--- src/hw/rtl/sgmd_pkg.sv ---
`timescale 1ns / 1ps
// ---------------------------------------------------------------------------
// sgmd_pkg
// Shared constants and types of the Sobel gradient block.
// ---------------------------------------------------------------------------
package sgmd_pkg;

  localparam int MAX_WIDTH   = 512;
  localparam int HEIGHT_CAP  = 4096;
  localparam int MIN_DIM     = 3;
  localparam int COL_W       = $clog2(MAX_WIDTH);
  localparam int WIDTH_REG_W = 10;
  localparam int HEIGHT_REG_W = 13;
  localparam int CFG_DATA_W  = 13;
  localparam int PIX_W       = 8;
  localparam int GRAD_W      = 11;
  localparam int ABS_W       = 10;
  localparam int MAG_W       = 8;
  localparam int MAG_LIMIT   = 255;
  localparam int QUEUE_DEPTH = 4;
  localparam int QPTR_W      = $clog2(QUEUE_DEPTH);

  localparam logic CFG_IDX_WIDTH  = 1'b0;
  localparam logic CFG_IDX_HEIGHT = 1'b1;

  typedef enum logic [1:0] {
    DIR_HORZ = 2'd0,
    DIR_ANTI = 2'd1,
    DIR_VERT = 2'd2,
    DIR_DIAG = 2'd3
  } dir_t;

  typedef logic [2:0][2:0][PIX_W-1:0] window_t;

  // masked 3x3 neighborhood handed from front to back
  typedef struct packed {
    logic    last;
    window_t pix;
  } qentry_t;

  typedef struct packed {
    logic signed [GRAD_W-1:0] grad_x;
    logic signed [GRAD_W-1:0] grad_y;
    logic [MAG_W-1:0]         magnitude;
    dir_t                     direction;
    logic                     frame_last;
  } result_t;

endpackage

--- src/hw/rtl/sgmd_queue.sv ---
`timescale 1ns / 1ps
// ---------------------------------------------------------------------------
// sgmd_queue
// Small FIFO of masked windows between front and back.
// ---------------------------------------------------------------------------
module sgmd_queue (
  input  logic              clk,
  input  logic              rst,
  input  logic              push,
  input  sgmd_pkg::qentry_t push_data,
  output logic              full,
  input  logic              pop,
  output sgmd_pkg::qentry_t head,
  output logic              empty
);
  import sgmd_pkg::*;

  qentry_t           mem [QUEUE_DEPTH];
  logic [QPTR_W-1:0] wr_ptr, rd_ptr;
  logic [QPTR_W:0]   count;

  assign full  = (count == (QPTR_W+1)'(QUEUE_DEPTH));
  assign empty = (count == '0);
  assign head  = mem[rd_ptr];

  always_ff @(posedge clk) begin
    if (push) begin
      mem[wr_ptr] <= push_data;
    end
  end

  always_ff @(posedge clk) begin
    if (rst) begin
      wr_ptr <= '0;
      rd_ptr <= '0;
      count  <= '0;
    end else begin
      if (push) wr_ptr <= wr_ptr + QPTR_W'(1);
      if (pop)  rd_ptr <= rd_ptr + QPTR_W'(1);
      unique case ({push, pop})
        2'b10:   count <= count + (QPTR_W+1)'(1);
        2'b01:   count <= count - (QPTR_W+1)'(1);
        default: count <= count;
      endcase
    end
  end

endmodule

--- config.mk ---
export PLATFORM = sky130hd
export DESIGN_NAME = sgmd_queue
export DESIGN_NICKNAME = d
export VERILOG_FILES = /design/src/hw/rtl/sgmd_pkg.sv /design/src/hw/rtl/sgmd_queue.sv
export SDC_FILE = /design/constraint.sdc
export NUM_CORES = 1
export LEC_CHECK = 0
export BUFFER_PORTS_ARGS = -buffer_cell sky130_fd_sc_hd__clkbuf_2
export CORE_MARGIN = 5
export CORE_UTILIZATION = 30
export CTS_CLUSTER_SIZE = 25
export DETAILED_ROUTE_END_ITERATION = 8
export PLACE_DENSITY = 0.5
export SLEW_MARGIN = 25
export SYNTH_ARGS = -nofsm -noshare
export SYNTH_HDL_FRONTEND = slang
export SYNTH_SLANG_ARGS = --single-unit
--- constraint.sdc ---
create_clock -name clk -period 4.1 [get_ports clk]
set_input_delay 0.205 -clock clk [delete_from_list [all_inputs] [get_ports clk]]
set_output_delay 0.205 -clock clk [all_outputs]
set_load 0.1 [all_outputs]
After elaboration in Yosys (flattened, before gate mapping)
Memory sizes are Yosys's and may differ from the RTL's. A register that Yosys moved wholly into a read port is not among the register bits.
Cells that the tools add are included.
{"block": "totals", "reg_bits": 7, "ramBits": 292, "input_bits": 77, "output_inout_bits": 75, "elab_cells": 18, "mem_count": 1}
{"memory": "mem", "words": 4, "width": 73, "rd": 1, "rd_clocked_by_memory_dff": 1, "write_ports": 1, "line_no": "sgmd_queue.sv:18", "text": "qentry_t mem [QUEUE_DEPTH];"}
{"block": "classes", "n_addsub": 4, "n_eq_ne": 3, "mux": 5, "n_reduce_logical": 2}
{"cell": "$pmux W3 S2", "n": 1}
{"cell": "$add A2 B1 Y2 const B", "n": 2}
{"cell": "$mux W2", "n": 2}
{"cell": "$add A3 B1 Y3 const B", "n": 1}
{"cell": "$eq A3 B3 Y1 const B", "n": 1}
{"cell": "$logic_not A3 Y1", "n": 1}
{"cell": "$sub A3 B1 Y3 const B", "n": 1}
{"cell": "$eq A2 B1 Y1 const B", "n": 1}
{"cell": "$eq A2 B2 Y1 const B", "n": 1}
{"cell": "$mux W1", "n": 2}
{"cell": "$reduce_bool A2 Y1", "n": 1}

Depth between registers and ports, before layout
Gate-level depths: netlist of the first run.
{"block": "depth", "word_depth": 3, "depth_mapped": 7, "depth_no_buf": 7}

Least setup slack after synthesis of the first run
Ideal clock, no wire load.
{"block": "synth_timing", "path_kind": "register to register", "startpoint": "register wr_ptr[0]", "endpoint": "memory mem[0][0] (netlist bit), enable pin", "setup_ns": 0.439, "arrival_ns": 2.249, "t_required_ns": 3.661, "path_slack_ns": 1.412, "stages_incl_launch_ff": 4, "path_buffers": 0, "period_less_slack_ns": 2.688, "path_cell_list": "dfxtp_1 inv_1 ha_1 and2_1"}
{"element": "from (decl)", "line_no": "sgmd_queue.sv:19", "text": "logic [QPTR_W-1:0] wr_ptr, rd_ptr;"}
{"element": "from (signal assigned)", "line_no": "sgmd_queue.sv:38", "text": "if (push) wr_ptr <= wr_ptr + QPTR_W'(1);"}
{"element": "to (decl)", "line_no": "sgmd_queue.sv:18"}
Straight into the memory's write port.

==> results of run 1 <==
-- per-stage QoR --
step	utilization	instances	area [µm²]
2_1_floorplan	-	428	11000
3_3_place_gp	0.337	1038	12300
3_5_place_dp	0.341	1044	12400
4_1_cts	0.388	1176	14100
5_1_grt	0.388	1178	14100
6_report	0.388	1178	14100
-- per-layer routing --
| layer | track usage | share of wire | vias to the layer above |
|---|---|---|---|
| met4 | 0.0295 | 0.023 | 0 |
| li1 | - | - | 2342 |
| met3 | 0.0244 | 0.051 | 40 |
| met2 | 0.190 | 0.50 | 127 |
| met5 | 0 | 0 | - |
| met1 | 0.143 | 0.42 | 2731 |
-- cell usage in the layout (no fill, tap or decap), types with 2 or more instances in the layout --
master,count
a21oi_1,2
and2_4,4
buf_12,6
buf_16,2
buf_4,7
bufinv_16,2
clkbuf_1,5
clkbuf_16,31
clkbuf_2,151
clkinv_1,11
clkinv_2,5
dfxtp_1,7
dfxtp_4,2
dlygate4sd3_1,75
edfxtp_1,292
ha_1,5
inv_1,6
mux4_2,72
nor2_1,8
xnor2_1,2
xor2_1,3
-- cell families after synthesis --
kind of cell             count (synthesis)  synth area share
adder cells (fa/ha/maj)                  6           0.00748
XOR/XNOR                                 5           0.00397
AND/OR/NAND/NOR                         16           0.00691
flip-flops                             301             0.810
AO/OA/AOI/OAI                            3           0.00136
buffers and inverters                   23            0.0197
multiplexers                            74             0.150
-- power breakdown --
part           internal [µW]  switching [µW]
Sequential              3530            55.4
Combinational            349            1150
Clock                   1510            1120
Total                   5390            2320
-- flip-flops by register name, summed over array words and instances, names as in the netlist, named ones only --
| register | count |
|---|---|
| mem | 292 |
| wr_ptr | 2 |
| rd_ptr | 2 |
| count | 3 |
-- layout make-up --
cell class	instances	area (µm²)	area share
diodes	1	2.50	0.000177
clock buffers	36	795	0.0562
clock inverters	21	164	0.0116
inverters	6	22.5	0.00159
multi-input cells	104	1890	0.133
flip-flops and latches	301	8960	0.633
well taps	468	586	0.0414
repair buffers	241	1730	0.123
-- what timing repair did --
action,in CTS,in global routing
gates resized for setup,0,0
hold buffers,75,0
buffers inserted,0,0
endpoints found under the hold margin,301,0
-- worst min-delay path, delay by kind of cell --
kind	cells	cell delay, ns
buffers and inverters	1	0.18
muxes	1	0.09
and+or+nand+nor	1	0.08
-- how the worst min path moves through the flow --
stage / startpoint / to / slack (ns) / depth (start not counted)
2_1_floorplan: push_data[0] / mem[0][0] / 0.30 / 0
3_5_place_dp: push_data[16] / mem[1][16] / 0.43 / 1
3_3_place_gp: push_data[21] / mem[1][21] / 0.42 / 1
4_1_cts: push / wr_ptr[0] / 0.004 / 3
5_1_grt: push / wr_ptr[0] / 0.06 / 3
6_report: push / wr_ptr[1] / 0.03 / 3
==> run metrics, run 1 <==
share of layout cells above drive strength 1 0.402; R2R Path End mem[0][39]; Final period util 0.693; register area share after synthesis 0.810; Final WS setup around 1.3 ns; Power Dens Cells approximately 550 mW/mm²; GRT overflow 0; Clock Latency Late Sink 0.56 ns; critical path class flip-flop to primary output; syn nets 511; ys flop type edfxtp_1; setup violators final 0; cell taking the most area after synthesis edfxtp_1; Worst IR Drop VDD around 0.24 mV; CTS Buffer Depth 3; Initial Utilization 0.303; status finished, final reports clean; final net count between 700 and 800; max-cap violations 0; post-synth top area share 0.794; LEAKAGE ~0.0048 µW; R2R setup slack about 2.3 ns; CP Cell Sequence buf_4, mux4_2, clkbuf_2; core area 0.0364 mm²; # DRC 0; Die Span X a little over 200 µm; worst r2r src wr_ptr[0]; Clk pin slew, worst setup/hold paths ~0.060 ns; Hold Slack about 0.028 ns; EDFF count, synth 292; Area Growth Syn to Fin 28.1%; cell count along the critical path 3; slew margin rel. 0.616; total power between 7000 and 8000 µW; Slew Viols, Final 0; Post-Synthesis Cells between 400 and 500; RSZ-0062 raised after global routing false; fmax between 300 and 400 MHz; Final Hold Viols 0; post-synthesis async set-or-reset flop share 0; count leader, synth edfxtp_1; CP arrival roughly 2.6 ns; Critical Path RT roughly 4 ns; Cell Rows 70; first-pass GRT wire length 35300 µm; WL per Instance between 15 and 20 µm; pre-CTS setup slack approximately 1.7 ns; die area 0.0407 mm²; post-DP HPWL around 14000 µm; die height 202 µm; Hold Crit Class input pin to flip-flop; iteration-0 DRC count of the detailed router 177; crit path max fanout 22; vias in the first global route roughly 6000; R2R cell count 5; Startpoint Class flip-flop; Worst Tran Pin Value approximately 0.58 ns; I/O Buffers around 150; DR pass1 iterations 4; vias per cell roughly 4.4; Yosys cell types 23; routability cong. 0.660; root buffer cell clkbuf_16; # IOs 152; cts bufs inserted 31; Final ANT Viol Nets 0; crit path to head[15]; CP max stage cell dfxtp_4; syn avg cell area ~26 µm²; top cells by count, synth edfxtp_1, mux4_2, dfxtp_1; Buf/Inv on CP 2; largest net degree at the start of global routing ~60; yosys warns 0; clock sinks roughly 300; H-tree depth 1; crit path time final around 2.8 ns; Crit path largest cell delay approximately 0.65 ns; mapped cell area ~0.011 mm²; Post-Route Skew 0.0122 ns; drt total wl between 20000 and 25000 µm; Worst setup EP type primary output; GRT Util Overall 0.111; initial antenna violation count 1; CP delay by family, top buffers and inverters; fill count between 3000 and 4000; Synth area leaders edfxtp_1, mux4_2, dfxtp_1; post-route setup TNS 0 ns; CTS tree yes; via count between 5000 and 6000; #FFs+latches synth about 300
Power figures use the tool's default switching activity.
==> inputs of run 2 (changes only) <==
--- a/config.mk
+++ b/config.mk
@@ -5,12 +5,13 @@
 export SDC_FILE = /design/constraint.sdc
 export NUM_CORES = 1
 export LEC_CHECK = 0
+export ABC_AREA = 1
 export BUFFER_PORTS_ARGS = -buffer_cell sky130_fd_sc_hd__clkbuf_2
 export CORE_MARGIN = 5
 export CORE_UTILIZATION = 30
 export CTS_CLUSTER_SIZE = 25
 export DETAILED_ROUTE_END_ITERATION = 8
-export PLACE_DENSITY = 0.5
+export PLACE_DENSITY = 0.52
 export SLEW_MARGIN = 25
 export SYNTH_ARGS = -nofsm -noshare
 export SYNTH_HDL_FRONTEND = slang
==> constraint.sdc (replaced) <==
create_clock -name clk -period 2.5 [get_ports clk]
set_input_delay 0.125 -clock clk [delete_from_list [all_inputs] [get_ports clk]]
set_output_delay 0.125 -clock clk [all_outputs]
set_load 0.1 [all_outputs]
==> run metrics, run 2 <==
worst r2r src wr_ptr[0]; Post-Synthesis Cells 764 (+79%); DR pass1 iterations 5 (+1); ANT cells 0 (-1); Synth Area in Compound Gates 0.110 (+0.109); Cell Rows 71 (+1.4%); post-synthesis async set-or-reset flop share 0 (unchanged); fin cells 1530 (+30%); mapped cell area 0.0113 mm² (+2.2%); fill count 3430 (+3.6%); I/O Buffers 151 (unchanged); LEAKAGE 0.00546 µW (+13%); count leader, synth edfxtp_1; vias per cell 4.57 (+2.7%); Final Cell Area 0.0155 mm² (+9.5%); Startpoint Class flip-flop; CTS Buffer Depth 3 (unchanged); routed wl met3 1540 µm (+35%); XOR/XNOR Fraction of Synth Area 0 (-0.00397); WL per Instance 17.6 µm (-7.4%); dpl cells 1399 (+34%); die height 204 µm (+1.0%); share of layout cells above drive strength 1 0.219 (-0.183); post-synth top area share 0.777 (-0.0167); Hold Crit Class input pin to flip-flop; Die Span X 204 µm (+1.0%); Post-Route Skew 0.0123 ns (+0.0000943 ns); uppermost layer routed met4; root buffer cell clkbuf_16; crit path max fanout 38 (+73%); GRT overflow 0 (unchanged); fmax around 440 MHz; CP arrival 2.15 ns (-0.48 ns); final net count 1081 (+41%); initial antenna violation count 0 (-1); # DRC 0 (unchanged); EDFF count, synth 292 (unchanged); Top reg by flops mem; syn avg cell area 14.8 µm² (-43%); max reg flops 292 (unchanged); first-pass GRT wire length 40800 µm (+15%); via count 6992 (+33%); Met1 Wirelength 11900 µm (+26%); status finished, final reports clean; Synth area leaders edfxtp_1, nor2_1, o22ai_1; post-route setup TNS 0 ns (unchanged); yosys warns 0 (unchanged); ys flop type edfxtp_1; RSZ-0062 raised after global routing false; Initial Utilization 0.302 (-0.00146); register area share after synthesis 0.793 (-0.0171); Met2 Wirelength 13000 µm (+15%); adder-cell share of the synthesized area 0.00732 (-0.000158); setup violators final 0 (unchanged); crit path to head[64]; #FFs+latches synth 301 (unchanged); Slew Viols, Final 0 (unchanged); die area 0.0416 mm² (+2.0%); Clock Latency Late Sink 0.56 ns (about the same); Worst IR Drop VDD 0.559 mV (+130%); Final ANT Viol Nets 0 (unchanged); commonest non-fill, non-tap cell in the layout edfxtp_1; placed cell areas 0.0138 mm² (+11%); slew margin rel. 0.564 (-0.0523); R2R cell count 5 (unchanged); Area Growth Syn to Fin 37.4%; Clk pin slew, worst setup/hold paths 0.06 ns (about the same); cts bufs inserted 31 (unchanged); syn nets 847 (+66%); Worst Tran Pin Value 0.654 ns (+0.0759 ns); iteration-0 DRC count of the detailed router 462 (+160%); clock sinks 301 (unchanged); Final period util 0.911; critical path class flip-flop to primary output; Final Hold Viols 0 (unchanged); post-DP HPWL 14700 µm (+5.1%); commonest cells after routing, fill and taps aside edfxtp_1, nor2_1, o21ai_0, buf_12, clkbuf_2; Hold Slack 0.322 ns (+0.294 ns); Yosys cell types 21 (-8.7%); max-cap violations 0 (unchanged); R2R Path End mem[0][43]; simple-gate share of the synthesized area 0.0545 (+0.0476); CTS tree yes; largest registers mem: 292 flops, count: 3 flops; GRT Util Overall 0.123 (+0.0128); Worst setup EP type primary output; top cells by count, synth edfxtp_1, nor2_1, o21ai_0; Critical Path RT 2.38 ns (-1.51 ns); largest family of logic cells by synthesized area compound AO/OA/AOI/OAI gates; Hold Path Stages 2 (-1); cell taking the most area after synthesis edfxtp_1; R2R setup slack 0.64 ns (-1.66 ns); # IOs 152 (unchanged); routability cong. 0.693 (+5.0%); crit path time final approximately 2.3 ns; core area 0.0374 mm² (+2.6%); mux cell area share after synthesis 0 (-0.150); drt total wl 27000 µm (+20%); Power Dens Cells 840 mW/mm² (+54%); H-tree depth 1 (unchanged); largest net degree at the start of global routing 147 (+140%); vias in the first global route 7206 (+20%)
[run 2: final cells by class]
type | instances | area [µm²] | area share
Sequential cell | 301 | 8950 | 0.578
Timing Repair Buffer | 248 | 2950 | 0.190
Multi-Input combinational cell | 398 | 1950 | 0.126
Clock buffer | 38 | 802 | 0.0518
Tap cell | 511 | 639 | 0.0413
Clock inverter | 16 | 126 | 0.00816
Inverter | 18 | 77.6 | 0.00501
[run 2: worst min path at each step]
stage / from / to / slack, ns
2_1_floorplan: push_data[0] / mem[0][0] / 0.22
4_1_cts: push_data[54] / mem[3][54] / 0.28
3_5_place_dp: push_data[37] / mem[2][37] / 0.35
3_3_place_gp: push_data[60] / mem[0][60] / 0.35
6_report: push_data[8] / mem[1][8] / 0.32
5_1_grt: push_data[15] / mem[0][15] / 0.31
[run 2: kinds of logic (layout without fill, tap and decap cells)]
kind of cell,after synthesis,in the layout
fa+ha+maj,6,6
buf+inv,65,320
flops,301,301
compound gates,230,230
simple gates,162,162
[run 2: stage by stage]
| stage | util | total power (µW) | worst slack [ns] |
|---|---|---|---|
| after floorplan | - | 7670 | 0.0686 |
| after global placement | 0.368 | 8750 | 0.587 |
| after detailed placement | 0.368 | 8760 | 0.596 |
| after CTS | 0.413 | 13200 | 0.0763 |
| after global routing | 0.414 | 13500 | 0.0280 |
| final | 0.414 | 13000 | 0.223 |
[run 2: metal layers]
layer | vias up | track usage
li1 | 3350 | -
met5 | - | 0
met3 | 40 | 0.0313
met4 | 0 | 0.0284
met2 | 176 | 0.208
met1 | 3426 | 0.162
[run 2: critical path, stage by stage, from the launching register on]
cell     delay, ns
dfxtp_2       0.59
buf_12        0.30
o21ai_0       0.14
o22ai_1       0.32
buf_12        0.22
[run 2: where the power goes]
part	switching [µW]	internal [µW]	total, µW
Clock	1810	2460	4270
Sequential	58.6	5760	5820
Combinational	1980	943	2920
Total	3850	9160	13000
[run 2: timing repair]
item,CTS,global route
hold buffers,76,0
endpoints found under the setup margin,0,5
resized for setup,0,2
hold endpoints to repair,301,0
setup buffers,0,0
==> inputs of run 3 (changes only) <==
--- a/config.mk
+++ b/config.mk
@@ -6,7 +6,7 @@
 export NUM_CORES = 1
 export LEC_CHECK = 0
 export ABC_AREA = 1
-export BUFFER_PORTS_ARGS = -buffer_cell sky130_fd_sc_hd__clkbuf_2
+export BUFFER_PORTS_ARGS = -buffer_cell sky130_fd_sc_hd__buf_4
 export CORE_MARGIN = 5
 export CORE_UTILIZATION = 30
 export CTS_CLUSTER_SIZE = 25
==> constraint.sdc (replaced) <==
create_clock -name clk -period 1.9 [get_ports clk]
set_input_delay 0.095 -clock clk [delete_from_list [all_inputs] [get_ports clk]]
set_output_delay 0.095 -clock clk [all_outputs]
set_load 0.1 [all_outputs]
==> run metrics, run 3 (same netlist as run 2, synthesis figures left out) <==
commonest non-fill, non-tap cell in the layout edfxtp_1; crit path time final roughly 2 ns; GRT Util Overall 0.148 (+0.0245); R2R cell count 5 (unchanged); CTS tree yes; Final period util 1.06; RSZ-0062 raised after global routing true; Hold Path Stages 2 (unchanged); Area Growth Syn to Fin 50.9%; final net count 1110 (+2.7%); Worst IR Drop VDD 0.707 mV (+26%); Sw Ratio 0.300 (+0.00448); Worst Tran Pin Value 0.401 ns (-0.252 ns); # IOs 152 (unchanged); WL per Instance 21.0 µm (+19%); DR pass1 iterations 4 (-1); routability cong. 0.671 (-3.1%); drt total wl 32800 µm (+22%); status complete, but fails checks; Critical Path RT 1.80 ns (-0.58 ns); Comb pwr share 0.243 (+0.019); iteration-0 DRC count of the detailed router 299 (-35%); Power Dens Cells 1070 mW/mm² (+27%); I/O Buffers 151 (unchanged); largest registers mem: 292 flops, count: 3 flops; # DRC 0 (unchanged); Initial Utilization 0.302 (unchanged); share of layout cells above drive strength 1 0.344 (+0.125); vias in the first global route 7680 (+6.6%); initial antenna violation count 2 (+2); Final Core Density 0.455 (+0.0409); crit path max fanout 6 (-84%); H-tree depth 2 (+1); largest net degree at the start of global routing 63 (-57%); max-cap violations 0 (unchanged); dpl cells 1396 (-0.21%); CTS Buffer Depth 3 (unchanged); Seq pwr share 0.423 (-0.024); die area 0.0416 mm² (unchanged); Slew Viols, Final 0 (unchanged); CP arrival 1.91 ns (-0.24 ns); cts bufs inserted 35 (+13%); Worst setup EP type primary output; fmax 499 MHz; setup violators final 73 (+73); core area 0.0374 mm² (unchanged); Hold Crit Class input pin to flip-flop; clock group share of total power 0.334 (+0.006); LEAKAGE 0.00599 µW (+9.7%); die height 204 µm (unchanged); GRT overflow 0 (unchanged); failing checks negative setup slack; first-pass GRT wire length 46700 µm (+15%); Final WS setup -0.105 ns (-0.328 ns); Cell Rows 71 (unchanged); Final Hold Viols 0 (unchanged); Die Span X 204 µm (unchanged); via count 7430 (+6.3%); commonest cells after routing, fill and taps aside edfxtp_1, nor2_1, buf_4, buf_12, dlygate4sd3_1; post-DP HPWL 14600 µm (-0.55%); vias per cell 4.76 (+4.2%); max reg flops 292 (unchanged); Clock Latency Late Sink 0.52 ns (-0.04 ns); critical path class flip-flop to primary output; slew margin rel. 0.732 (+0.168); Startpoint Class flip-flop; Final ANT Viol Nets 0 (unchanged); fin cells 1560 (+2.0%); Post-Route Skew 0.0123 ns (-0.0000648 ns); Power Internal 12700 µW (+39%); Psw 5450 µW (+42%); Hold Slack 0.318 ns (-0.00426 ns); Clk pin slew, worst setup/hold paths 0.06 ns (about the same); root buffer cell clkbuf_16; Top reg by flops mem; clock sinks 301 (unchanged)
run 3: cell count changes in the layout (fill, tap and decap cells not counted), moves of 8 or more:
cell	change
buf_16	+13
buf_4	+73
buf_8	+10
clkbuf_16	+13
clkbuf_2	-78
o21ai_0	-30
o21ai_1	+8
o21ai_2	+18
o22ai_1	-73
o22ai_2	+71
run 3: final timing paths:
| kind | from | endpoint | slack [ns] |
|---|---|---|---|
| min reg2reg | rd_ptr[1] | flip-flop | 0.49 |
| min | push_data[1] | mem[3][1] | 0.32 |
| max | flip-flop | head[68] | -0.10 |
| max reg2reg | wr_ptr[0] | mem[0][32] | 0.46 |
run 3: area by class of cell:
class                           count  area (µm²)
Fill cell                        3250       20400
Sequential cell                   301        8960
Timing Repair Buffer              273        3730
Multi-Input combinational cell    398        2580
Clock buffer                       48         967
Tap cell                          511         639
Inverter                           18        90.1
Clock inverter                     10        52.6
Antenna cell                        1        2.50
run 3: power groups by stage:
stage                     clock network (µW)  logic (µW)  registers, µW
after global placement                     0        3290           7790
after global routing                    6540        4580           7690
after CTS                               6270        4190           7660
after detailed placement                   0        3300           7790
after floorplan                            0        2470           7790
final                                   6070        4410           7670
run 3: worst max-delay path, cell delays in order (launching register included):
cell	delay (ns)
dfxtp_4	0.47
buf_6	0.15
buf_12	0.11
buf_16	0.14
o21ai_2	0.07
o22ai_2	0.23
buf_12	0.20
run 3: per-layer routing:
metal / vias to the layer above / GRT usage / wire length [µm] / part of all wire
li1: 3416 / - / - / -
met1: 3773 / 0.191 / 14400 / 0.44
met2: 191 / 0.252 / 16000 / 0.49
met3: 48 / 0.0376 / 1760 / 0.054
met4: 2 / 0.0352 / 579 / 0.018
met5: - / 0 / 13 / 0.00040
run 3: stage by stage:
step / TNS, ns / setup slack (ns) / instance area [µm²] / total power, µW
3_5_place_dp: 0 / 0.335 / 13500 / 11100
6_report: -4.31 / -0.105 / 17000 / 18100
2_1_floorplan: -50.86 / -0.235 / 11800 / 10300
3_3_place_gp: 0 / 0.362 / 13500 / 11100
4_1_cts: -9.96 / -0.177 / 16500 / 18100
5_1_grt: -10.63 / -0.171 / 17000 / 18800
run 3: timing repair:
item                       4_1_cts  5_1_grt
cloned                          10       11
hold buffers                    77        0
setup buffers                    5        2
hold endpoints to repair       301        0
resized for setup              239       57
setup endpoints to repair       73       73
pin swaps                       27       33
