### config.mk
export PLATFORM = sky130hd
export DESIGN_NAME = sgmd_back
export DESIGN_NICKNAME = d
export VERILOG_FILES = /design/src/hw/rtl/sgmd_pkg.sv /design/src/hw/rtl/sgmd_back.sv
export SDC_FILE = /design/constraint.sdc
export NUM_CORES = 1
export LEC_CHECK = 0
export BUFFER_PORTS_ARGS = -buffer_cell sky130_fd_sc_hd__buf_2
export CELL_PAD_IN_SITES_DETAIL_PLACEMENT = 0
export CELL_PAD_IN_SITES_GLOBAL_PLACEMENT = 1
export CORE_UTILIZATION = 45
export DETAILED_ROUTE_END_ITERATION = 8
export GPL_ROUTABILITY_DRIVEN = 0
export GPL_TIMING_DRIVEN = 0
export PLACE_DENSITY = 0.86
export SETUP_SLACK_MARGIN = 0.1
export SLEW_MARGIN = 20
export SYNTH_ARGS = -nofsm -noshare
export SYNTH_HDL_FRONTEND = slang
export SYNTH_SLANG_ARGS = --single-unit
### constraint.sdc
create_clock -name clk -period 5 [get_ports clk]
set_input_delay 0.75 -clock clk [delete_from_list [all_inputs] [get_ports clk]]
set_output_delay 0.75 -clock clk [all_outputs]
set_load 0.005 [all_outputs]
### src/hw/rtl/sgmd_pkg.sv
`timescale 1ns / 1ps
// ---------------------------------------------------------------------------
// sgmd_pkg
// Shared constants and types of the Sobel gradient block.
// ---------------------------------------------------------------------------
package sgmd_pkg;

  localparam int MAX_WIDTH   = 512;
  localparam int HEIGHT_CAP  = 4096;
  localparam int MIN_DIM     = 3;
  localparam int COL_W       = $clog2(MAX_WIDTH);
  localparam int WIDTH_REG_W = 10;
  localparam int HEIGHT_REG_W = 13;
  localparam int CFG_DATA_W  = 13;
  localparam int PIX_W       = 8;
  localparam int GRAD_W      = 11;
  localparam int ABS_W       = 10;
  localparam int MAG_W       = 8;
  localparam int MAG_LIMIT   = 255;
  localparam int QUEUE_DEPTH = 4;
  localparam int QPTR_W      = $clog2(QUEUE_DEPTH);

  localparam logic CFG_IDX_WIDTH  = 1'b0;
  localparam logic CFG_IDX_HEIGHT = 1'b1;

  typedef enum logic [1:0] {
    DIR_HORZ = 2'd0,
    DIR_ANTI = 2'd1,
    DIR_VERT = 2'd2,
    DIR_DIAG = 2'd3
  } dir_t;

  typedef logic [2:0][2:0][PIX_W-1:0] window_t;

  // masked 3x3 neighborhood handed from front to back
  typedef struct packed {
    logic    last;
    window_t pix;
  } qentry_t;

  typedef struct packed {
    logic signed [GRAD_W-1:0] grad_x;
    logic signed [GRAD_W-1:0] grad_y;
    logic [MAG_W-1:0]         magnitude;
    dir_t                     direction;
    logic                     frame_last;
  } result_t;

endpackage

### src/hw/rtl/sgmd_back.sv
`timescale 1ns / 1ps
// ---------------------------------------------------------------------------
// sgmd_back
// Output side: Sobel sums, then magnitude and direction class.
// ---------------------------------------------------------------------------
module sgmd_back (
  input  logic              clk,
  input  logic              rst,
  input  sgmd_pkg::qentry_t head,
  input  logic              empty,
  output logic              pop,
  output logic              m_tvalid,
  input  logic              m_tready,
  output sgmd_pkg::result_t result
);
  import sgmd_pkg::*;

  logic                     a_valid, a_ready, a_last;
  logic signed [GRAD_W-1:0] a_gx, a_gy;
  logic                     b_valid, b_ready;
  result_t                  b_res;

  logic [ABS_W-1:0]         sum_l, sum_r, sum_t, sum_b;
  logic signed [GRAD_W-1:0] gx, gy;
  logic [ABS_W-1:0]         ax, ay;
  logic [ABS_W:0]           sum;
  logic [13:0]              ay5, ax2, ax12;
  logic                     same_sign;
  dir_t                     dir;
  logic [MAG_W-1:0]         mag;

  // stage A: kernel sums
  always_comb begin
    sum_l = ABS_W'(head.pix[0][0]) + ABS_W'({head.pix[1][0], 1'b0}) + ABS_W'(head.pix[2][0]);
    sum_r = ABS_W'(head.pix[0][2]) + ABS_W'({head.pix[1][2], 1'b0}) + ABS_W'(head.pix[2][2]);
    sum_t = ABS_W'(head.pix[0][0]) + ABS_W'({head.pix[0][1], 1'b0}) + ABS_W'(head.pix[0][2]);
    sum_b = ABS_W'(head.pix[2][0]) + ABS_W'({head.pix[2][1], 1'b0}) + ABS_W'(head.pix[2][2]);
    gx = $signed({1'b0, sum_r}) - $signed({1'b0, sum_l});
    gy = $signed({1'b0, sum_b}) - $signed({1'b0, sum_t});
  end

  assign b_ready = !b_valid || m_tready;
  assign a_ready = !a_valid || b_ready;
  assign pop     = !empty && a_ready;

  always_ff @(posedge clk) begin
    if (rst) begin
      a_valid <= 1'b0;
    end else if (a_ready) begin
      a_valid <= pop;
    end
  end

  always_ff @(posedge clk) begin
    if (pop) begin
      a_gx   <= gx;
      a_gy   <= gy;
      a_last <= head.last;
    end
  end

  // stage B: magnitude and direction
  always_comb begin
    ax   = a_gx[GRAD_W-1] ? ABS_W'(-a_gx) : ABS_W'(a_gx);
    ay   = a_gy[GRAD_W-1] ? ABS_W'(-a_gy) : ABS_W'(a_gy);
    sum  = {1'b0, ax} + {1'b0, ay};
    mag  = (sum > (ABS_W+1)'(MAG_LIMIT)) ? MAG_W'(MAG_LIMIT) : sum[MAG_W-1:0];
    ay5  = 14'({ay, 2'b00}) + 14'(ay);
    ax2  = 14'({ax, 1'b0});
    ax12 = 14'({ax, 3'b000}) + 14'({ax, 2'b00});
    same_sign = (a_gx > 0 && a_gy > 0) || (a_gx < 0 && a_gy < 0);
    priority if (ax == '0 && ay == '0) dir = DIR_HORZ;
    else if (ay5 < ax2)                dir = DIR_HORZ;
    else if (ay5 > ax12)               dir = DIR_VERT;
    else if (same_sign)                dir = DIR_DIAG;
    else                               dir = DIR_ANTI;
  end

  always_ff @(posedge clk) begin
    if (rst) begin
      b_valid <= 1'b0;
    end else if (b_ready) begin
      b_valid <= a_valid;
    end
  end

  always_ff @(posedge clk) begin
    if (b_ready && a_valid) begin
      b_res.grad_x     <= a_gx;
      b_res.grad_y     <= a_gy;
      b_res.magnitude  <= mag;
      b_res.direction  <= dir;
      b_res.frame_last <= a_last;
    end
  end

  assign m_tvalid = b_valid;
  assign result   = b_res;

endmodule

* Word level (Yosys, flattened, before mapping)
Index checks and enable logic that the tools add are counted.
** Word-level totals
- Bits in registers :: 58
- Input port bits :: 77
- Output and inout bits :: 35
** Cells by class
- Add/subtract/negate cells :: 15
- $lt $le $gt $ge :: 7
- Mux-type cells :: 4
- Reductions and logical operators :: 15
** Operators by type and width (number)
- adder 10 x 8 -> 10 bit :: 4
- adder 8 x 9 -> 10 bit :: 4
- greater-than comparator 11 x 1 -> 1 bit, second input constant :: 2
- less-than comparator 11 x 1 -> 1 bit, second input constant :: 2
- subtractor 10 x 10 -> 11 bit :: 2
- zero test 10 bit :: 2
- 2-to-1 mux 10 bit :: 2
- negator 10 bit :: 2
- adder 13 x 12 -> 14 bit :: 1
- greater-than comparator 13 x 14 -> 1 bit :: 1
- adder 12 x 10 -> 13 bit :: 1
- less-than comparator 13 x 11 -> 1 bit :: 1
- adder 10 x 10 -> 11 bit :: 1
- greater-than comparator 11 x 8 -> 1 bit, second input constant :: 1
- logical AND 1 bit :: 5
- 2-to-1 mux 2 bit :: 2
- zero test 1 bit :: 3
- logical OR 1 bit :: 3
- OR reduction 3 bit :: 1
- OR reduction 2 bit :: 1

* Longest topological paths before layout
Gate-level depths: netlist of run 1.
- Depth after elaboration :: 5
- Gate-level depth with buffers :: 22
- Gate-level depth less buffers :: 22

* Worst setup path before layout of run 1
No wires, ideal clock.
- Path kind :: register to register
- Start point :: register a_gy[2]
- End point :: register b_res (netlist bit result[1]), data pin
- Arrival :: 4.057 ns
- Required time :: 4.720 ns
- Path slack :: 0.663 ns
- Stages on the path, launching flop included :: 17
- Path buffers :: 0
- Period minus slack after synthesis :: 4.337 ns
- Cells stage by stage :: edfxtp_1 > or3_4 > o31ai_2 > xnor2_1 > ha_1 > a21o_1 > or3_1 > a31oi_1 > o21ai_2 > xor2_1 > ha_1 > a211o_1 > a21oi_1 > a31oi_2 > a221oi_2 > o22a_1 > a31oi_1
** Between the ends
- Cells in the longest elaborated chain, start to end :: 5
- Elaborated cells between the ends (all ways) :: 8
- Classes of those cells :: add/sub: 2; order compare: 2; mux: 1; reduce/logical: 3
** Ends and longest elaborated chain
- from (decl) :: RTL line sgmd_back.sv:19 : logic signed [GRAD_W-1:0] a_gx, a_gy;
- from (signal assigned) :: RTL line sgmd_back.sv:57 : a_gy <= gy;
- negator 10 bit :: RTL line sgmd_back.sv:65 : ay = a_gy[GRAD_W-1] ? ABS_W'(-a_gy) : ABS_W'(a_gy);
- 2-to-1 mux 10 bit * :: RTL line sgmd_back.sv:65
- adder 12 x 10 -> 13 bit or zero test 10 bit (tied branches) :: RTL line sgmd_back.sv:68, sgmd_back.sv:72
- greater-than comparator 13 x 14 -> 1 bit, or another cell as far along :: RTL line sgmd_back.sv:74 : else if (ay5 > ax12) dir = DIR_VERT;
- OR reduction 3 bit (no source line) *
- to (decl) :: RTL line sgmd_back.sv:21 : result_t b_res;
Every way passes the cells marked *; elsewhere a longest branch is shown, timed or not.
A chain may end at the register's enable or synchronous reset.

* Final worst setup path of run 1
- Start point :: register a_gy[0]
- End point :: register b_res (netlist bit result[1]), data pin
The elaborated chain is that of the path after synthesis.

==> results of run 1 <==
-- flip-flops by register name, summed over array words and instances (netlist names) --
signal / flops
result: 33
a_gx: 11
a_gy: 11
a_last: 1
a_valid: 1
m_tvalid: 1
-- worst max-delay path, cell delays in order, from the launching register on --
cell and delay [ns]:
edfxtp_1 0.44, buf_4 0.18, or3_4 0.37, o31ai_2 0.26, xnor2_2 0.24, ha_1 0.34, a21o_1 0.17, or3_1 0.33
a31oi_2 0.26, o21ai_2 0.13, xor2_1 0.19, ha_1 0.36, a211o_1 0.28, a21oi_2 0.17, a31oi_2 0.14, a221oi_2 0.26
o22a_1 0.22, a31oi_1 0.06
-- how the worst max path moves through the flow --
stage	start	end	slack (ns)
finish	a_gy[0]	result[1]	0.33
global route	a_gx[0]	result[2]	0.09
CTS	a_gy[0]	result[1]	0.16
detailed placement	a_gy[0]	result[1]	-0.06
global placement	a_gy[0]	result[1]	0.006
floorplan	a_gy[2]	result[1]	0.66
-- kinds of logic (layout without fill, tap and decap cells) --
family	Yosys count	in the layout	share of synthesized area (%)
AOI/OAI and AO/OA	105	105	11.82
xor gates and xnor gates	56	56	8.094
adders and majority gates	143	143	36.89
buffers and inverters	94	220	5.918
DFF	58	58	27.98
muxes	3	3	0.5084
and+or+nand+nor	95	95	8.786
-- timing repair --
| item | CTS | global route |
|---|---|---|
| setup buffers | 0 | 5 |
| gates resized for setup | 5 | 9 |
| endpoints found under the setup margin | 2 | 2 |
| pin swaps | 0 | 1 |
-- through the flow --
stage | util (%) | setup slack (ns) | TNS (ns)
2_1_floorplan | - | 0.6629 | 0
3_3_place_gp | 51.81 | 0.006045 | 0
3_5_place_dp | 52.36 | -0.05781 | -0.08090
4_1_cts | 54.81 | 0.1559 | 0
5_1_grt | 55.47 | 0.08515 | 0
6_report | 55.47 | 0.3315 | 0
-- cell usage in the layout (no fill, tap or decap), types with 12 or more instances in the layout --
cell,netlist,layout
a21o_1,20,20
a21oi_1,31,29
buf_2,0,103
edfxtp_1,56,56
fa_1,65,65
ha_1,74,74
inv_1,86,86
nand2_1,21,21
nand2b_1,13,13
nor2_1,14,14
o21ai_0,15,12
xnor2_1,42,36
xor2_1,13,13
-- layout make-up --
cell class | count | area (sq um) | share of cell area, %
Clock buffer | 10 | 229.0 | 3.105
Timing Repair Buffer | 110 | 608.1 | 8.246
Clock inverter | 6 | 81.33 | 1.103
Sequential cell | 58 | 1722 | 23.35
Tap cell | 176 | 220.2 | 2.986
Inverter | 87 | 326.6 | 4.428
Multi-Input combinational cell | 402 | 4149 | 56.26
Buffer | 7 | 38.79 | 0.5260
-- routing by layer --
metal  up-vias  track usage, %  share of wire, %
met5         -               0                 0
li1       2160               -                 -
met1      2144           23.53                41
met3        12           3.161               5.5
met4         0           5.617               1.3
met2       104           33.37                52
==> results.md, run 1 <==
- CP max FO: 6
- CP Data Required Time: 5.04 ns
- First-pass GRT wire length: 20.99 mm
- Sequential-to-total area share from yosys stat: 27.98%
- # Max-Cap Violations: 0
- Achievable clock frequency: 0.2142 GHz
- Post-synth EDFFs: 56
- Via density: 5.164
- Reg2reg start: a_gy[0]
- Clk sinks: 58
- Die Wd: 118.9 um
- Die area: 14140 sq um
- Drt pass-1 iters: 4
- Final setup violation count: 0
- Number of routed nets with antenna violations: 0
- Relative slew slack: 43.88%
- Final Cycle Share: 93.37%
- Worst r2r path cells: 17
- Core area: 13300 sq um
- Post-Syn Area: 6152 sq um
- Reg clk slew, reported paths: 0.05 ns
- Worst hold path type: flip-flop to flip-flop
- Die span in y: 118.9 um
- RSZ-0062 raised after global routing: false
- Synthesized instance count: 554
- Clock Path Buffers: 2
- Biggest area consumer among synthesized cells: edfxtp_1
- Post-layout min period: 4.669 ns
- Hold WS: 0.4228 ns
- Area growth syn-to-layout: 19.87%
- Hold path depth: 0
- Vias in the first global route: 4479
- Drc violations: 0
- Grt ovf: 0
- Row cnt: 42
- Hold_sp: a_last
- DR iter-0 viols: 156
- Largest net degree at the start of global routing: 24
- Dominant synthesized flop cell: edfxtp_1
- Status: finished, final reports clean
- Total CTS buffers: 9
- WL final: 12.87 mm
- Worst skew pair latency: 0.32 ns
- Top-count cell post-synth: inv_1
- TritonCTS clock tree: built
- Setup slack, reg-to-reg: 0.33 ns
- Most frequent cells after synthesis: inv_1 (86), ha_1 (74), fa_1 (65), edfxtp_1 (56), xnor2_1 (42)
- R2r endpoint: result[1]
- Placed cell count: 835
- ANT cells: 0
- Antenna violations before repair: 0
- Dpl hpwl: 10.93 mm
- Layout Nets: 891
- Fraction of final layout cells sized beyond drive strength 1: 23.38%
- CTS Hold Buffers Added: 0
- Worst Path Class, Setup: flip-flop to flip-flop
- FF+latch count, synth: 58
- Port bufs: 103
- Worst EP arrival: 4.71 ns
- H-tree depth: 3
- Slew Viols, Final: 0
- Synth async-reset ratio: 0%
- Clk root buf: clkbuf_16
- Fill cell count: 1154
- Via Count: 4420
- Initial cell density of the core: 46.27%
- Synth area leaders: edfxtp_1 (27%), fa_1 (21%), ha_1 (15%)
- Non-filler cells, final: 856
- Total I/O pin count: 112
- Synthesized Nets: 770
- CP startpoint kind: flip-flop
- YS warnings: 0
- DR WL/cell: 15.04 um
- Placed inst area: 6962 sq um
- Post-synthesis cell type count: 57
- Top-area cell type share of the netlist area: 27.33%
- Crit end category: flip-flop
- Worst-margin pin slew: 0.8358 ns
- Endpoint, Worst Hold: result[0]
- Final Hold Fails: 0
- Syn_area_per_cell: 11.10 sq um
- Design area: 7375 sq um
- Clk_skew: 0.005953 ns
- Total GRT Usage: 18.86%
Power of run 1 is left out: the tool's default activity adds up to more than one toggle a clock period on the data nets, which glitch-free logic cannot reach.
==> inputs of run 2 (changes only) <==
--- a/config.mk
+++ b/config.mk
@@ -8,11 +8,13 @@
 export BUFFER_PORTS_ARGS = -buffer_cell sky130_fd_sc_hd__buf_2
 export CELL_PAD_IN_SITES_DETAIL_PLACEMENT = 0
 export CELL_PAD_IN_SITES_GLOBAL_PLACEMENT = 1
+export CORE_MARGIN = 5
 export CORE_UTILIZATION = 45
 export DETAILED_ROUTE_END_ITERATION = 8
 export GPL_ROUTABILITY_DRIVEN = 0
 export GPL_TIMING_DRIVEN = 0
-export PLACE_DENSITY = 0.86
+export PLACE_DENSITY = 0.83
+export REMOVE_ABC_BUFFERS = 1
 export SETUP_SLACK_MARGIN = 0.1
 export SLEW_MARGIN = 20
 export SYNTH_ARGS = -nofsm -noshare
==> results.md, run 2 (synthesized netlist as in run 1, its figures left out) <==
- CP startpoint kind: flip-flop (unchanged)
- TritonCTS clock tree: built (unchanged)
- H-tree depth: 3 (unchanged)
- Most common cell after layout, fill and taps aside: buf_2 (unchanged)
- Grt met3 use: 3.783% (was 3.161%)
- Total I/O pin count: 112 (unchanged)
- Die Wd: 126.9 um (was 118.9 um)
- Crit path top cell by count: ha_1
- Number of routed nets with antenna violations: 0 (unchanged)
- Slew Viols, Final: 0 (unchanged)
- Worst-margin pin slew: 0.8625 ns (was 0.8358 ns)
- Routing usage on met2: 30.51% (was 33.37%)
- Die span in y: 126.9 um (was 118.9 um)
- CP max FO: 5 (was 6)
- Clk_skew: 0.006736 ns (was 0.005953 ns)
- Via density: 5.057 (was 5.164)
- Relative slew slack: 42.09% (was 43.88%)
- Final Cycle Share: 94.42% (was 93.37%)
- Layout Nets: 892 (was 891)
- Die area: 16110 sq um (was 14140 sq um)
- Design area: 7358 sq um (was 7375 sq um)
- Total CTS buffers: 9 (unchanged)
- Crit path max-delay family: compound AO/OA/AOI/OAI gates (unchanged)
- Final setup violation count: 0 (unchanged)
- Busiest grt layer: met2 (unchanged)
- # Max-Cap Violations: 0 (unchanged)
- Total GRT Usage: 17.12% (was 18.86%)
- Fraction of final layout cells sized beyond drive strength 1: 23.94% (was 23.38%)
- DR WL/cell: 15.53 um (was 15.04 um)
- Worst EP arrival: 4.77 ns (was 4.71 ns)
- Via Count: 4334 (was 4420)
- Commonest cells after routing, fill and taps aside: buf_2 (103), inv_1 (86), ha_1 (74) (unchanged)
- Status: finished, final reports clean (unchanged)
- Drt pass-1 iters: 4 (unchanged)
- Fill cell count: 1184 (was 1154)
- Placed inst area: 6917 sq um (was 6962 sq um)
- Crit end category: flip-flop (unchanged)
- Max reg flops: 33 (unchanged)
- Grt ovf: 0 (unchanged)
- Final Hold Fails: 0 (unchanged)
- Core area: 13350 sq um (was 13300 sq um)
- CTS Hold Buffers Added: 0 (unchanged)
- Post-layout min period: 4.721 ns (was 4.669 ns)
- CP Data Required Time: 5.04 ns (about the same)
- Largest net degree at the start of global routing: 29 (was 24)
- Worst hold path type: flip-flop to flip-flop (unchanged)
- Met1 Usage GRT: 20.64% (was 23.53%)
- Initial cell density of the core: 46.09% (was 46.27%)
- First-pass GRT wire length: 22.02 mm (was 20.99 mm)
- CP bufs+invs: 1 (unchanged)
- Achievable clock frequency: 0.2118 GHz (was 0.2142 GHz)
- Worst Path Class, Setup: flip-flop to flip-flop (unchanged)
- RSZ-0062 raised after global routing: false (unchanged)
- Row cnt: 42 (unchanged)
- Clock Path Buffers: 2 (unchanged)
- ANT cells: 0 (unchanged)
- Drc violations: 0 (unchanged)
- Vias in the first global route: 4686 (was 4479)
- Worst-path cell chain: inv_1 -> ha_1 -> nand2b_1 -> xnor2_1 -> ha_1 -> fa_1 -> nand2_1 -> a31oi_1 -> or3_1 -> a31oi_4 -> o21ai_2 -> xor2_1 -> ha_1 -> a211o_1 -> a21oi_2 -> o211ai_2 -> a221oi_2 -> o22a_1 -> a31oi_1 (was buf_4 -> or3_4 -> o31ai_2 -> xnor2_2 -> ha_1 -> a21o_1 -> or3_1 -> a31oi_2 -> o21ai_2 -> xor2_1 -> ha_1 -> a211o_1 -> a21oi_2 -> a31oi_2 -> a221oi_2 -> o22a_1 -> a31oi_1)
- Clk root buf: clkbuf_16 (unchanged)
- Crit-path slowest cell: edfxtp_1 (unchanged)
- WL final: 13.31 mm (was 12.87 mm)
- Antenna violations before repair: 0 (unchanged)
- Dpl hpwl: 11.44 mm (was 10.93 mm)
- Clk sinks: 58 (unchanged)
- Reg clk slew, reported paths: 0.06 ns (was 0.05 ns)
- Area growth syn-to-layout: 19.61% (was 19.87%)
- Slowest stage delay, CP: 0.49 ns (was 0.44 ns)
- Worst skew pair latency: 0.33 ns (was 0.32 ns)
- DR iter-0 viols: 183 (was 156)
- Port bufs: 103 (unchanged)
-- run 2: final cells by class --
| type | instances | area, sq um | area share (%) |
|---|---|---|---|
| clock buffers | 10 | 229.0 | 3.112 |
| clock inverters | 6 | 57.56 | 0.7822 |
| multi-input cells | 402 | 4143 | 56.30 |
| repair buffers | 118 | 660.6 | 8.978 |
| well taps | 176 | 220.2 | 2.993 |
| flip-flops and latches | 58 | 1722 | 23.40 |
| inverters | 87 | 326.6 | 4.438 |
-- run 2: final timing paths --
path | startpoint | endpoint | slack, ns | cells after the start
min reg2reg | a_last | result[0] | 0.42 | 0
max | a_gy[1] | result[1] | 0.28 | 19
max reg2reg | a_gy[1] | result[1] | 0.28 | 19
min | a_last | result[0] | 0.42 | 0
-- run 2: what timing repair did --
action	in CTS	in global routing
pin swaps	1	0
setup endpoints to repair	2	2
setup buffers	5	8
gates resized for setup	5	6
-- run 2: worst register-to-register path, delay by kind of cell (launching register included) --
kind                       cells  cell delay [ns]
AOI/OAI and AO/OA              9             1.55
adders and majority gates      4             1.20
and+or+nand+nor                3             0.67
DFF                            1             0.49
xor gates and xnor gates       2             0.42
buffers and inverters          1             0.10
-- run 2: stage by stage --
stage          std cells     TNS, ns  setup WS (ns)  utilization [%]  hold WS, ns
2_1_floorplan        547           0         0.6627                -       0.4003
3_3_place_gp         826  -0.0008011     -0.0008011            51.32       0.4110
3_5_place_dp         828    -0.09587       -0.06413            51.82       0.4107
4_1_cts              849           0         0.1088            54.47       0.4227
5_1_grt              857           0         0.1204            55.13       0.4404
6_report             857           0         0.2789            55.13       0.4215
-- run 2: layer usage --
metal	part of all wire, %	vias up
met1	43	2075
met4	1.6	0
met3	4.4	17
li1	-	2154
met5	0	-
met2	51	88
Power of run 2 is left out for the same reason.
==> inputs of run 3 (changes only) <==
--- a/config.mk
+++ b/config.mk
@@ -9,11 +9,11 @@
 export CELL_PAD_IN_SITES_DETAIL_PLACEMENT = 0
 export CELL_PAD_IN_SITES_GLOBAL_PLACEMENT = 1
 export CORE_MARGIN = 5
-export CORE_UTILIZATION = 45
+export CORE_UTILIZATION = 43
 export DETAILED_ROUTE_END_ITERATION = 8
 export GPL_ROUTABILITY_DRIVEN = 0
 export GPL_TIMING_DRIVEN = 0
-export PLACE_DENSITY = 0.83
+export PLACE_DENSITY = 0.79
 export REMOVE_ABC_BUFFERS = 1
 export SETUP_SLACK_MARGIN = 0.1
 export SLEW_MARGIN = 20
==> results.md, run 3 (synthesized netlist as in run 1, its figures left out) <==
- Total I/O pin count: 112 (unchanged)
- Relative slew slack: 45.36% (was 42.09%)
- Worst-path cell chain: inv_1 -> ha_1 -> nand2b_1 -> xnor2_1 -> ha_1 -> fa_1 -> nand2_1 -> a31oi_1 -> or3_1 -> a31oi_2 -> o21ai_2 -> xor2_1 -> ha_1 -> a211o_1 -> a21oi_2 -> a31oi_2 -> a221oi_2 -> o22a_1 -> a31oi_1 (was inv_1 -> ha_1 -> nand2b_1 -> xnor2_1 -> ha_1 -> fa_1 -> nand2_1 -> a31oi_1 -> or3_1 -> a31oi_4 -> o21ai_2 -> xor2_1 -> ha_1 -> a211o_1 -> a21oi_2 -> o211ai_2 -> a221oi_2 -> o22a_1 -> a31oi_1)
- First-pass GRT wire length: 22.22 mm (was 22.02 mm)
- Slowest stage delay, CP: 0.45 ns (was 0.49 ns)
- Clk sinks: 58 (unchanged)
- End of the critical path: result[1] (unchanged)
- Worst Path Class, Setup: flip-flop to flip-flop (unchanged)
- Antenna violations before repair: 0 (unchanged)
- Clock Path Buffers: 2 (unchanged)
- Crit path top cell by count: ha_1 (unchanged)
- Crit end category: flip-flop (unchanged)
- Total CTS buffers: 9 (unchanged)
- CTS Hold Buffers Added: 0 (unchanged)
- # Max-Cap Violations: 0 (unchanged)
- Design area: 7503 sq um (was 7358 sq um)
- Worst EP arrival: 4.73 ns (was 4.77 ns)
- Reg2reg start: a_gy[0] (was a_gy[1])
- Die span in y: 129.6 um (was 126.9 um)
- Largest net degree at the start of global routing: 29 (unchanged)
- R2r endpoint: result[1] (unchanged)
- Final Hold Fails: 0 (unchanged)
- H-tree depth: 3 (unchanged)
- Reg clk slew, reported paths: 0.05 ns (was 0.06 ns)
- ANT cells: 0 (unchanged)
- Port bufs: 103 (unchanged)
- Worst r2r path cells: 19 (unchanged)
- TritonCTS clock tree: built (unchanged)
- Clk_skew: 0.004741 ns (was 0.006736 ns)
- Layout Nets: 902 (was 892)
- Die Wd: 129.6 um (was 126.9 um)
- Crit-path slowest cell: edfxtp_1 (unchanged)
- Grt ovf: 0 (unchanged)
- Total GRT Usage: 16.58% (was 17.12%)
- Placed inst area: 6894 sq um (was 6917 sq um)
- Max reg flops: 33 (unchanged)
- Via Count: 4471 (was 4334)
- Most common cell after layout, fill and taps aside: buf_2 (unchanged)
- Hold path depth: 0 (unchanged)
- Number of routed nets with antenna violations: 0 (unchanged)
- Worst setup startpoint: a_gy[0] (was a_gy[1])
- Final setup violation count: 0 (unchanged)
- Via density: 5.133 (was 5.057)
- Vias in the first global route: 4758 (was 4686)
- DR WL/cell: 15.74 um (was 15.53 um)
- Hold_sp: a_last (unchanged)
- Final Cycle Share: 93.45% (was 94.42%)
- Die area: 16800 sq um (was 16110 sq um)
- Area growth syn-to-layout: 21.96% (was 19.61%)
- Core area: 13930 sq um (was 13350 sq um)
- Slew Viols, Final: 0 (unchanged)
- Worst hold path type: flip-flop to flip-flop (unchanged)
- Worst-margin pin slew: 0.8178 ns (was 0.8625 ns)
- Fraction of final layout cells sized beyond drive strength 1: 26.34% (was 23.94%)
- Row cnt: 43 (was 42)
- Dpl hpwl: 11.36 mm (was 11.44 mm)
- Total negative slack: 0 ns (unchanged)
- Post-layout min period: 4.673 ns (was 4.721 ns)
- Clk root buf: clkbuf_16 (unchanged)
- Drc violations: 0 (unchanged)
- Setup slack, reg-to-reg: 0.33 ns (was 0.28 ns)
- Worst skew pair latency: 0.33 ns (about the same)
- Achievable clock frequency: 0.2140 GHz (was 0.2118 GHz)
- Initial cell density of the core: 44.15% (was 46.09%)
- Status: finished, final reports clean (unchanged)
- CP max FO: 3 (was 5)
- WL final: 13.71 mm (was 13.31 mm)
- RSZ-0062 raised after global routing: false (unchanged)
- CP startpoint kind: flip-flop (unchanged)
- DR iter-0 viols: 200 (was 183)
- CP Data Required Time: 5.06 ns (was 5.04 ns)
- Drt pass-1 iters: 4 (unchanged)
- Commonest cells after routing, fill and taps aside: buf_2 (103), inv_1 (86), ha_1 (74) (unchanged)
[run 3: cell count changes in the layout (fill, tap and decap cells not counted), moves of 2 or more]
cell | previous run | this run
buf_4 | 13 | 24
xnor2_1 | 38 | 34
xnor2_2 | 4 | 8
o21ai_0 | 13 | 10
clkinv_2 | 4 | 2
o21ai_1 | 3 | 5
[run 3: worst min path at each step]
| stage | end | slack, ns |
|---|---|---|
| detailed placement | result[0] | 0.42 |
| global placement | result[0] | 0.42 |
| global route | result[0] | 0.45 |
| finish | result[0] | 0.43 |
| CTS | result[0] | 0.43 |
| floorplan | result[0] | 0.40 |
[run 3: critical path: cells and delay by family (launching register included)]
family / cells / cell delay, ns
DFF: 1 / 0.45
buffers and inverters: 1 / 0.11
xor gates and xnor gates: 2 / 0.45
and+or+nand+nor: 3 / 0.65
adders and majority gates: 4 / 1.19
AOI/OAI and AO/OA: 9 / 1.56
[run 3: final cells by class]
type,instances,area [sq um]
Sequential cell,58,1722
Clock buffer,9,225.2
Multi-Input combinational cell,402,4195
Fill cell,1195,6431
Clock inverter,7,93.84
Tap cell,180,225.2
Inverter,87,326.6
Timing Repair Buffer,128,715.7
[run 3: metal layers]
layer	wire (um)	vias up	GRT usage (%)	share of wire, %
li1	-	2174	-	-
met4	220	0	4.401	1.6
met2	6895	117	28.51	50
met5	0	-	0	0
met3	773	16	3.710	5.6
met1	5823	2164	21.16	42
[run 3: metrics by stage]
stage                     util [%]  setup WS, ns  hold slack, ns  instances
final                        53.85        0.3274          0.4333        871
after global routing         53.85       0.09842          0.4481        871
after CTS                    52.04        0.1130          0.4301        849
after detailed placement     49.47      -0.08401          0.4209        831
after global placement       49.20      0.006704          0.4162        830
after floorplan                  -        0.6627          0.4003        547
[run 3: what timing repair did]
item	CTS	global route
pin swaps	0	4
gates resized for setup	5	17
buffers inserted	2	22
endpoints found under the setup margin	2	2
gates cloned	0	0
Power of run 3 is left out for the same reason.
